File: src/sv/lbc_pkg.sv
// ----------------------------------------------------------------------------
// Liang-Barsky clipper package
// Widths, stage numbering, register indexes, pipeline record types and the
// restoring divider step shared by the clipper modules.
// ----------------------------------------------------------------------------
package lbc_pkg;

   localparam int COORD_BITS = 10;
   localparam int SW         = COORD_BITS + 1;       // signed difference width
   localparam int PW         = 2 * SW;               // signed product width
   localparam int SUMW       = PW + 2;               // rounding numerator, signed
   localparam int TW         = 2 * COORD_BITS + 1;   // rounding numerator, visible
   localparam int LANES      = 4;
   localparam int EDGES      = 4;

   // Pipeline stage numbering.
   localparam int ST_PREP  = 0;
   localparam int ST_EDGE0 = 1;
   localparam int ST_FINAL = ST_EDGE0 + EDGES;
   localparam int ST_SUM   = ST_FINAL + 1;
   localparam int ST_DIV0  = ST_SUM + 1;
   localparam int ST_OUT   = ST_DIV0 + COORD_BITS;
   localparam int NSTAGE   = ST_OUT + 1;

   // Register indexes.
   localparam logic [1:0] REG_CORNER_A_X = 2'd0;
   localparam logic [1:0] REG_CORNER_A_Y = 2'd1;
   localparam logic [1:0] REG_CORNER_B_X = 2'd2;
   localparam logic [1:0] REG_CORNER_B_Y = 2'd3;

   // Divider lanes.
   localparam int LANE_EXIT_X  = 0;
   localparam int LANE_EXIT_Y  = 1;
   localparam int LANE_ENTRY_X = 2;
   localparam int LANE_ENTRY_Y = 3;

   typedef struct packed {
      logic [COORD_BITS-1:0]       x1;
      logic [COORD_BITS-1:0]       y1;
      logic [SW-1:0]               dx;
      logic [SW-1:0]               dy;
      logic [EDGES-1:0][SW-1:0]    p;
      logic [EDGES-1:0][SW-1:0]    q;
      logic                        reject;
      logic [SW-1:0]               lo_n;
      logic [COORD_BITS-1:0]       lo_d;
      logic [SW-1:0]               hi_n;
      logic [COORD_BITS-1:0]       hi_d;
   } clip_type;

   typedef struct packed {
      logic                                  reject;
      logic [LANES-1:0][2*COORD_BITS-1:0]    base_prod;
      logic [LANES-1:0][PW-1:0]              num_prod;
      logic [LANES-1:0][COORD_BITS-1:0]      den;
   } fin_type;

   typedef struct packed {
      logic [COORD_BITS:0]   rem;
      logic [COORD_BITS-1:0] low;
      logic [COORD_BITS-1:0] quo;
   } lane_type;

   typedef struct packed {
      logic                              reject;
      logic [LANES-1:0][COORD_BITS:0]    bot;
      lane_type [LANES-1:0]              lane;
   } div_type;

   // One restoring division step: bring down the next dividend bit.
   function automatic lane_type div_step(lane_type cur, logic [COORD_BITS:0] bot);
      logic [COORD_BITS+1:0] t;
      lane_type              nxt;
      t       = {cur.rem, cur.low[COORD_BITS-1]};
      nxt.low = {cur.low[COORD_BITS-2:0], 1'b0};
      if (t >= {1'b0, bot}) begin
         nxt.rem = (COORD_BITS+1)'(t - {1'b0, bot});
         nxt.quo = {cur.quo[COORD_BITS-2:0], 1'b1};
      end else begin
         nxt.rem = t[COORD_BITS:0];
         nxt.quo = {cur.quo[COORD_BITS-2:0], 1'b0};
      end
      return nxt;
   endfunction

endpackage

File: src/sv/lbc_edge_stage.sv
// ----------------------------------------------------------------------------
// Liang-Barsky edge stage
// Applies one window edge to the entry and exit fractions and registers the
// updated record.
// ----------------------------------------------------------------------------
module lbc_edge_stage (
   input  logic             clock,
   input  logic             en,
   input  logic [1:0]       edge_idx,
   input  lbc_pkg::clip_type edge_in,
   output lbc_pkg::clip_type state_ff
);
   import lbc_pkg::*;

   logic signed [SW-1:0]  pv;
   logic signed [SW-1:0]  qv;
   logic signed [SW-1:0]  n;
   logic [COORD_BITS-1:0] d;
   logic signed [PW-1:0]  n_hi;
   logic signed [PW-1:0]  hi_d_cross;
   logic signed [PW-1:0]  n_lo;
   logic signed [PW-1:0]  lo_d_cross;
   clip_type              state_in;

   always_comb begin
      pv = $signed(edge_in.p[edge_idx]);
      qv = $signed(edge_in.q[edge_idx]);
      n  = (pv < 0) ? -qv : qv;
      d  = COORD_BITS'((pv < 0) ? -pv : pv);
      n_hi       = n * $signed({1'b0, edge_in.hi_d});
      hi_d_cross = $signed(edge_in.hi_n) * $signed({1'b0, d});
      n_lo       = n * $signed({1'b0, edge_in.lo_d});
      lo_d_cross = $signed(edge_in.lo_n) * $signed({1'b0, d});

      state_in = edge_in;
      if (!edge_in.reject) begin
         if (pv < 0) begin
            // Entering edge: ratio above the exit fraction rejects.
            if (n_hi > hi_d_cross) begin
               state_in.reject = 1'b1;
            end else if (n_lo > lo_d_cross) begin
               state_in.lo_n = n;
               state_in.lo_d = d;
            end
         end else if (pv > 0) begin
            if (n_lo < lo_d_cross) begin
               state_in.reject = 1'b1;
            end else if (n_hi < hi_d_cross) begin
               state_in.hi_n = n;
               state_in.hi_d = d;
            end
         end else if (qv < 0) begin
            // Parallel to the edge and wholly outside it.
            state_in.reject = 1'b1;
         end
      end
   end

   always_ff @(posedge clock) begin
      if (en) begin
         state_ff <= state_in;
      end
   end

endmodule

File: config.mk
export PLATFORM = sky130hd
export DESIGN_NAME = lbc_edge_stage
export DESIGN_NICKNAME = d
export VERILOG_FILES = /design/src/sv/lbc_pkg.sv /design/src/sv/lbc_edge_stage.sv
export SDC_FILE = /design/constraint.sdc
export NUM_CORES = 1
export LEC_CHECK = 0
export BUFFER_PORTS_ARGS = -buffer_cell sky130_fd_sc_hd__buf_2
export CORE_MARGIN = 2
export CORE_UTILIZATION = 40
export CTS_BUF_LIST = sky130_fd_sc_hd__clkbuf_2
export CTS_CLUSTER_SIZE = 40
export DETAILED_ROUTE_END_ITERATION = 10
export GPL_TIMING_DRIVEN = 0
export PLACE_DENSITY = 0.66
export RECOVER_POWER = 50
export SLEW_MARGIN = 20
export SYNTH_ARGS = -nofsm -noshare
export SYNTH_HDL_FRONTEND = slang
export SYNTH_SLANG_ARGS = --single-unit
export TNS_END_PERCENT = 5
File: constraint.sdc
create_clock -name clock -period 12.81 [get_ports clock]
set_input_delay 1.9215 -clock clock [delete_from_list [all_inputs] [get_ports clock]]
set_output_delay 1.9215 -clock clock [all_outputs]
set_load 0.01 [all_outputs]
# --- Word level (Yosys, flattened, before mapping) ---
# Cells that the tools add are included.
word_totals:
  register_bits: 173
  inputBits: 177
  output_inout_bits: 173
op_classes:
  n_addsub: 2
  n_mul: 4
  order_cmp: 8
  mux: 19
op_table:
  columns: ["cell", "count"]
  rows:
  - ["two-way mux 21 bit", 7]
  - ["multiplier 11 x 11 -> 22 bit", 4]
  - ["binary-select mux 11 bit (select 2 bit)", 2]
  - ["> comparator 22 bit", 2]
  - ["< comparator 22 bit", 2]
  - ["two-way mux 42 bit", 1]
  - ["two-way mux 11 bit", 3]
  - ["< comparator 11 x 1 -> 1 bit, second input constant", 2]
  - ["> comparator 11 x 1 -> 1 bit, second input constant", 1]
  - ["negator 11 bit", 1]
  - ["two-way mux 10 bit", 1]
  - ["negator 10 bit", 1]
  - ["two-way mux 1 bit", 5]
  - ["< comparator 2 x 3 -> 1 bit, second input constant", 1]

# --- Logic depth before layout (Yosys ltp) ---
# Gate-level depths: netlist of run 1.
depth:
  ltp_word: 11
  mapped_depth: 40

# --- Least setup slack after synthesis of run 1 ---
# OpenSTA, ideal clock, no wires.
synth_timing:
  path_kind: "input to register"
  start: "input port edge_idx[0]"
  end: "register state_ff[19] in the netlist's numbering, data pin"
  arrival_time_ns: 10.891
  setup_slack_ns: 1.659
  path_stages: 38
  n_path_buf: 5
  cell_sequence: "buf_6 > buf_6 > mux4_2 > clkbuf_1 > inv_1 > ha_1 > nor2b_1 > inv_1 > or3_1 > o21ai_1 > xnor2_1 > clkbuf_1 > nand2_1 > fa_1 > inv_1 > fa_1 > fa_1 > fa_1 > (+2 left out) > inv_1 > ha_1 > and4_1 > and3_1 > a21oi_1 > o211ai_1 > a31o_2 > a21oi_1 > xnor2_1 > ha_1 > nand2_1 > nor4_1 > inv_1 > o211ai_1 > mux2_2 > nor4_2 > buf_6 > mux2_2"
synth_rtl:
  columns: ["item", "line", "source"]
  rows:
  - ["start, declared", "lbc_edge_stage.sv:9", "input logic [1:0] edge_idx,"]
  - ["end signal, assigned", "lbc_edge_stage.sv:61", "state_ff <= state_in;"]
  - ["end, declared", "lbc_edge_stage.sv:11", "output lbc_pkg::clip_type state_ff"]

==> results.sh, run 1 <==
export IMPL_drive_above_1_share_pct=14.1
export IMPL_setup_tns_ps=0
export IMPL_cts_tree="yes"
export IMPL_drt_total_wl_um=70300
export IMPL_avgSynthCellArea_um2=10.0
export IMPL_ys_async_sr_fraction_pct=0
export IMPL_clock_sinks=173
export IMPL_port_buffers=348
export IMPL_largest_reg_flops=173
export IMPL_cp_end_kind="register"
export IMPL_place_congestion=0.902
export IMPL_synth_area_um2=25800
export IMPL_drtIter0Drc=1200
export IMPL_max_clock_freq_mhz=80.5
export IMPL_clockBufferDepth=2
export IMPL_required_ps=13570
export IMPL_fin_cells=3818
export IMPL_fp_row_count=93
export IMPL_drc_errors=0
export IMPL_cts_setup_buffers=0
export IMPL_final_nets=3784
export IMPL_synthTopCellsByArea="fa_1 (33%), edfxtp_1 (20%), ha_1 (12%)"
export IMPL_crit_type="primary input to register"
export IMPL_fp_dieH_um=258
export IMPL_synth_top_cell_area_share_pct=32.6
export IMPL_viasPerCell=4.92
export IMPL_period_minus_slack_ps=12430
export IMPL_ys_seq_area_share_pct=20.1
export IMPL_h_tree_depth=4
export IMPL_root_buffer="clkbuf_2"
export IMPL_wl_per_cell_um=18.4
export IMPL_synth_cells=2568
export IMPL_cp_slowest_cell="mux4_2"
export IMPL_grt_pass1_wl_um=112000
export IMPL_grt_max_degree=89
export IMPL_gr_total_overflow=0
export IMPL_hold_buffers=0
export IMPL_crit_top_cell="fa_1"
export IMPL_die_area_um2=66600
export IMPL_core_area_um2=64100
export IMPL_synth_edf_count=173
export IMPL_ios=350
export IMPL_slew_viol_final=176
export IMPL_postRouteAntennaNets=0
export IMPL_cp_arrival_ps=13190
export IMPL_min_period_over_period_pct=97.0
export IMPL_fillCellCount=6225
export IMPL_violations="capacitance limit, slew limit"
export IMPL_status="finished, violations left"
export IMPL_syn_nets=3415
export IMPL_largest_register="state_ff"
export IMPL_initial_core_util_pct=40.2
export IMPL_synth_main_ff_cell="edfxtp_1"
export IMPL_yosysMostFrequentCell="inv_1"
export IMPL_num_vias=18803
export IMPL_yosysWarnings=0
export IMPL_yosysTopAreaCell="fa_1"
export IMPL_hpwl_um=59400
export IMPL_start_kind="primary input"
export IMPL_firstDrtPassIters=5
export IMPL_largestRegisters="state_ff x173"
export IMPL_syn2layout_area_growth_pct=12.4
export IMPL_cp_max_fo=12
export IMPL_setup_viol=0
export IMPL_rsz0062_at_grt="false"
export IMPL_ys_top_cells_by_count="inv_1 (632), fa_1 (420), nand2_1 (282)"
export IMPL_critical_path_max_stage_delay_ps=570
export IMPL_ys_seq_elements=173
export IMPL_slew_headroom_pct=-226
export IMPL_drv_cap=2
export IMPL_die_w_um=258
export IMPL_worst_pin_slew_ps=4890
export IMPL_yosys_cell_types_count=65
export IMPL_cts_buffers=17
export IMPL_final_util_pct=45.3
export IMPL_hold_viol_final=0
export IMPL_hold_class="primary input to register"
export IMPL_clk_pin_slew_ps=380
export IMPL_grt_util_all_layers_pct=22.1
export IMPL_dp_cells=3773
export IMPL_grt_pass1_vias=20102
export IMPL_antenna_found_initial=7
area by class of cell:
type                       instances  area [um2]  area share [%]
antenna                           13        32.5           0.112
buffer                            90         405            1.40
sequential                       173        5190            17.9
timing repair buffer             350        1680            5.78
inverter                         634        2380            8.20
multi-input combinational       1671       17900            61.9
clock inverter                    15         223           0.768
tap                              855        1070            3.69
clock buffer                      17        85.1           0.293
cells in the final DEF, fill, tap and decap left out, types with 16 or more instances in the layout:
cell,Yosys,layout
inv_1,632,632
fa_1,420,420
buf_2,15,300
nand2_1,282,282
ha_1,250,250
edfxtp_1,173,173
and2_1,136,136
clkbuf_1,70,127
a21oi_1,74,73
xnor2_1,72,70
nor2_1,59,59
nor2b_1,55,55
o21ai_0,33,32
xor2_1,38,31
a21o_1,24,24
clkbuf_2,0,22
mux4_2,21,21
mux2_2,21,21
mux2_1,19,19
o21bai_1,16,16
metal layers:
metal / global-route usage, % / vias to the layer above / wire, um / share of wire (%)
met1: 28.3 / 9365 / 28700 / 41
li1: - / 8681 / - / -
met3: 5.72 / 101 / 6130 / 8.7
met2: 36.2 / 654 / 33200 / 47
met5: 1.50 / - / 9 / 0.013
met4: 7.64 / 2 / 2190 / 3.1
kinds of logic (layout without fill, tap and decap cells):
kind of cell | after synthesis | in the layout | share of synthesized area (%)
simple gates | 613 | 613 | 11.6
buf+inv | 724 | 1106 | 10.7
mux | 68 | 68 | 3.85
compound gates | 208 | 208 | 5.15
xor+xnor | 112 | 112 | 3.86
flops | 173 | 173 | 20.1
other cells | 0 | 13 | 0
fa+ha+maj | 670 | 670 | 44.7
repair_timing:
action | CTS | global route
hold endpoints to repair | 0 | 0
resized for setup | 4 | 17
endpoints found under the setup margin | 20 | 41
cloned | 0 | 0
pin swaps | 0 | 1
worst max-delay path, delay by kind of cell:
kind / cells / cell delay, ps
xor gates and xnor gates: 2 / 640
AOI/OAI and AO/OA: 7 / 1610
buffers and inverters: 9 / 2040
muxes: 2 / 1010
and+or+nand+nor: 8 / 2450
adders and majority gates: 8 / 3430
per-stage QoR:
step           hold slack (ps)  worst slack (ps)  cell area (um2)
5_1_grt                    864              36.9            29000
4_1_cts                    822              13.0            29000
3_3_place_gp              2100             -2020            28600
3_5_place_dp              2100             -1630            28700
2_1_floorplan             2020              1660            25800
6_report                  1000               384            29000
worst paths after layout:
kind	slack [ps]	depth (start not counted)	from	endpoint
setup / recovery	380	36	edge_idx[0]	state_ff[33]$_DFFE_PP_
hold / removal	1000	1	edge_in[142]	state_ff[142]$_DFFE_PP_
Power of run 1 is left out: the tool's default activity adds up to more than one toggle a clock period on the data nets, which glitch-free logic cannot reach.
==> run 2, diff against run 1 <==
--- a/config.mk
+++ b/config.mk
@@ -5,10 +5,11 @@
 export SDC_FILE = /design/constraint.sdc
 export NUM_CORES = 1
 export LEC_CHECK = 0
+export ABC_AREA = 1
 export BUFFER_PORTS_ARGS = -buffer_cell sky130_fd_sc_hd__buf_2
 export CORE_MARGIN = 2
 export CORE_UTILIZATION = 40
-export CTS_BUF_LIST = sky130_fd_sc_hd__clkbuf_2
+export CTS_BUF_LIST = sky130_fd_sc_hd__clkbuf_2 sky130_fd_sc_hd__clkbuf_4 sky130_fd_sc_hd__clkbuf_8
 export CTS_CLUSTER_SIZE = 40
 export DETAILED_ROUTE_END_ITERATION = 10
 export GPL_TIMING_DRIVEN = 0
==> results.sh, run 2 <==
export IMPL_status="finished, violations left"
export IMPL_violations="capacitance limit, slew limit"
export IMPL_crit_top_cell="nand2_1"
export IMPL_synth_area_um2=26700
export IMPL_met3_usage_pct=4.68
export IMPL_syn2layout_area_growth_pct=11.6
export IMPL_required_ps=13190
export IMPL_ys_seq_area_share_pct=19.5
export IMPL_synthTopCellsByArea="fa_1 (31%), edfxtp_1 (19%), ha_1 (12%)"
export IMPL_crit_type="primary input to register"
export IMPL_syn_nets=3955
export IMPL_cts_buffers=17
export IMPL_hold_class="primary input to register"
export IMPL_yosys_cell_types_count=45
export IMPL_grt_max_degree=77
export IMPL_top_usage_layer="met2"
export IMPL_min_period_over_period_pct=87.3
export IMPL_setup_tns_ps=0
export IMPL_use_met2_pct=41.2
export IMPL_die_area_um2=68800
export IMPL_firstDrtPassIters=6
export IMPL_postRouteAntennaNets=0
export IMPL_cts_tree="yes"
export IMPL_cp_max_fo=10
export IMPL_wl_per_cell_um=18.9
export IMPL_hold_viol_final=0
export IMPL_drv_cap=3
export IMPL_initial_core_util_pct=40.5
export IMPL_endpoint="state_ff[26]$_DFFE_PP_"
export IMPL_drtIter0Drc=1727
export IMPL_synth_cells=3108
export IMPL_start_kind="primary input"
export IMPL_root_buffer="clkbuf_8"
export IMPL_h_tree_depth=4
export IMPL_ctsResizeCount=0
export IMPL_yosysTopAreaCell="fa_1"
export IMPL_place_congestion=0.936
export IMPL_grt_util_all_layers_pct=24.2
export IMPL_largest_register="state_ff"
export IMPL_ios=350
export IMPL_num_vias=21408
export IMPL_max_clock_freq_mhz=89.5
export IMPL_die_w_um=262
export IMPL_final_nets=4308
export IMPL_clockBufferDepth=2
export IMPL_largestRegisters="state_ff x173"
export IMPL_grt_pass1_wl_um=127000
export IMPL_final_util_pct=45.2
export IMPL_cp_arrival_ps=11560
export IMPL_synth_main_ff_cell="edfxtp_1"
export IMPL_ys_top_cells_by_count="inv_1 (726), nand2_1 (685), fa_1 (420)"
export IMPL_clk_pin_slew_ps=130
export IMPL_ys_async_sr_fraction_pct=0
export IMPL_hpwl_um=69900
export IMPL_period_minus_slack_ps=11180
export IMPL_use_met1_pct=30.9
export IMPL_cp_end_kind="register"
export IMPL_synth_edf_count=173
export IMPL_clock_sinks=173
export IMPL_cp_slowest_cell="fa_1"
export IMPL_final_common_cell="inv_1"
export IMPL_final_cell_mix="inv_1 (726), nand2_1 (685), fa_1 (420), buf_2 (291), nor2_1 (280)"
export IMPL_yosysWarnings=0
export IMPL_slew_headroom_pct=-173
export IMPL_drc_errors=0
export IMPL_port_buffers=332
export IMPL_core_area_um2=65900
export IMPL_slew_viol_final=178
export IMPL_cts_setup_buffers=0
export IMPL_hold_buffers=0
export IMPL_num_antenna_cells=0
export IMPL_critical_path_max_stage_delay_ps=640
export IMPL_fp_dieH_um=262
export IMPL_viasPerCell=4.93
export IMPL_yosysMostFrequentCell="inv_1"
export IMPL_antenna_found_initial=8
export IMPL_grt_pass1_vias=21799
export IMPL_gr_total_overflow=0
export IMPL_avgSynthCellArea_um2=8.59
export IMPL_drt_total_wl_um=81900
export IMPL_ys_seq_elements=173
export IMPL_rsz0062_at_grt="false"
export IMPL_drive_above_1_share_pct=11.7
export IMPL_synth_top_cell_area_share_pct=31.5
export IMPL_fp_row_count=94
export IMPL_critPathLaunch="edge_in[54]"
export IMPL_worst_pin_slew_ps=4100
export IMPL_largest_reg_flops=173
export IMPL_setup_viol=0
## run 2: final cells by class
class                   instances  area [um2]
fillers                      6529       36100
multi-input cells            2105       18200
flip-flops and latches        173        5190
inverters                     751        2830
repair buffers                334        1570
well taps                     864        1080
plain buffers                  79         458
clock buffers                  17         234
clock inverters                15         210
## run 2: logic make-up after synthesis
logic type / share of synthesized area [%]
simple gates: 17.8
fa+ha+maj: 43.2
xor+xnor: 3.13
buf+inv: 12.3
flops: 19.5
compound gates: 4.12
## run 2: per-layer routing
layer	wire length, um	vias to the layer above
li1	-	10072
met1	33500	10420
met2	39600	796
met3	5950	110
met4	2740	10
met5	65	-
## run 2: critical path: cells and delay by family
family	cells	cell delay [ps]
buffers and inverters	9	1920
adders and majority gates	8	3710
and+or+nand+nor	24	3750
AOI/OAI and AO/OA	1	230
## run 2: worst min path at each step
stage | end | startpoint | cells past startpoint
floorplan | state_ff[100]$_DFFE_PP_ | edge_in[100] | 0
global placement | state_ff[170]$_DFFE_PP_ | edge_in[170] | 1
detailed placement | state_ff[141]$_DFFE_PP_ | edge_in[141] | 1
CTS | state_ff[143]$_DFFE_PP_ | edge_in[143] | 1
global route | state_ff[146]$_DFFE_PP_ | edge_in[146] | 1
finish | state_ff[134]$_DFFE_PP_ | edge_in[134] | 1
## run 2: per-stage QoR
stage	instances	instance area [um2]	worst slack (ps)	hold WS [ps]
3_5_place_dp	4306	29500	1310	2100
6_report	4338	29800	1630	1520
5_1_grt	4338	29800	1110	1480
3_3_place_gp	4304	29400	1400	2100
2_1_floorplan	3108	26700	3490	2020
4_1_cts	4338	29900	1870	1470
Power of run 2 is left out for the same reason.
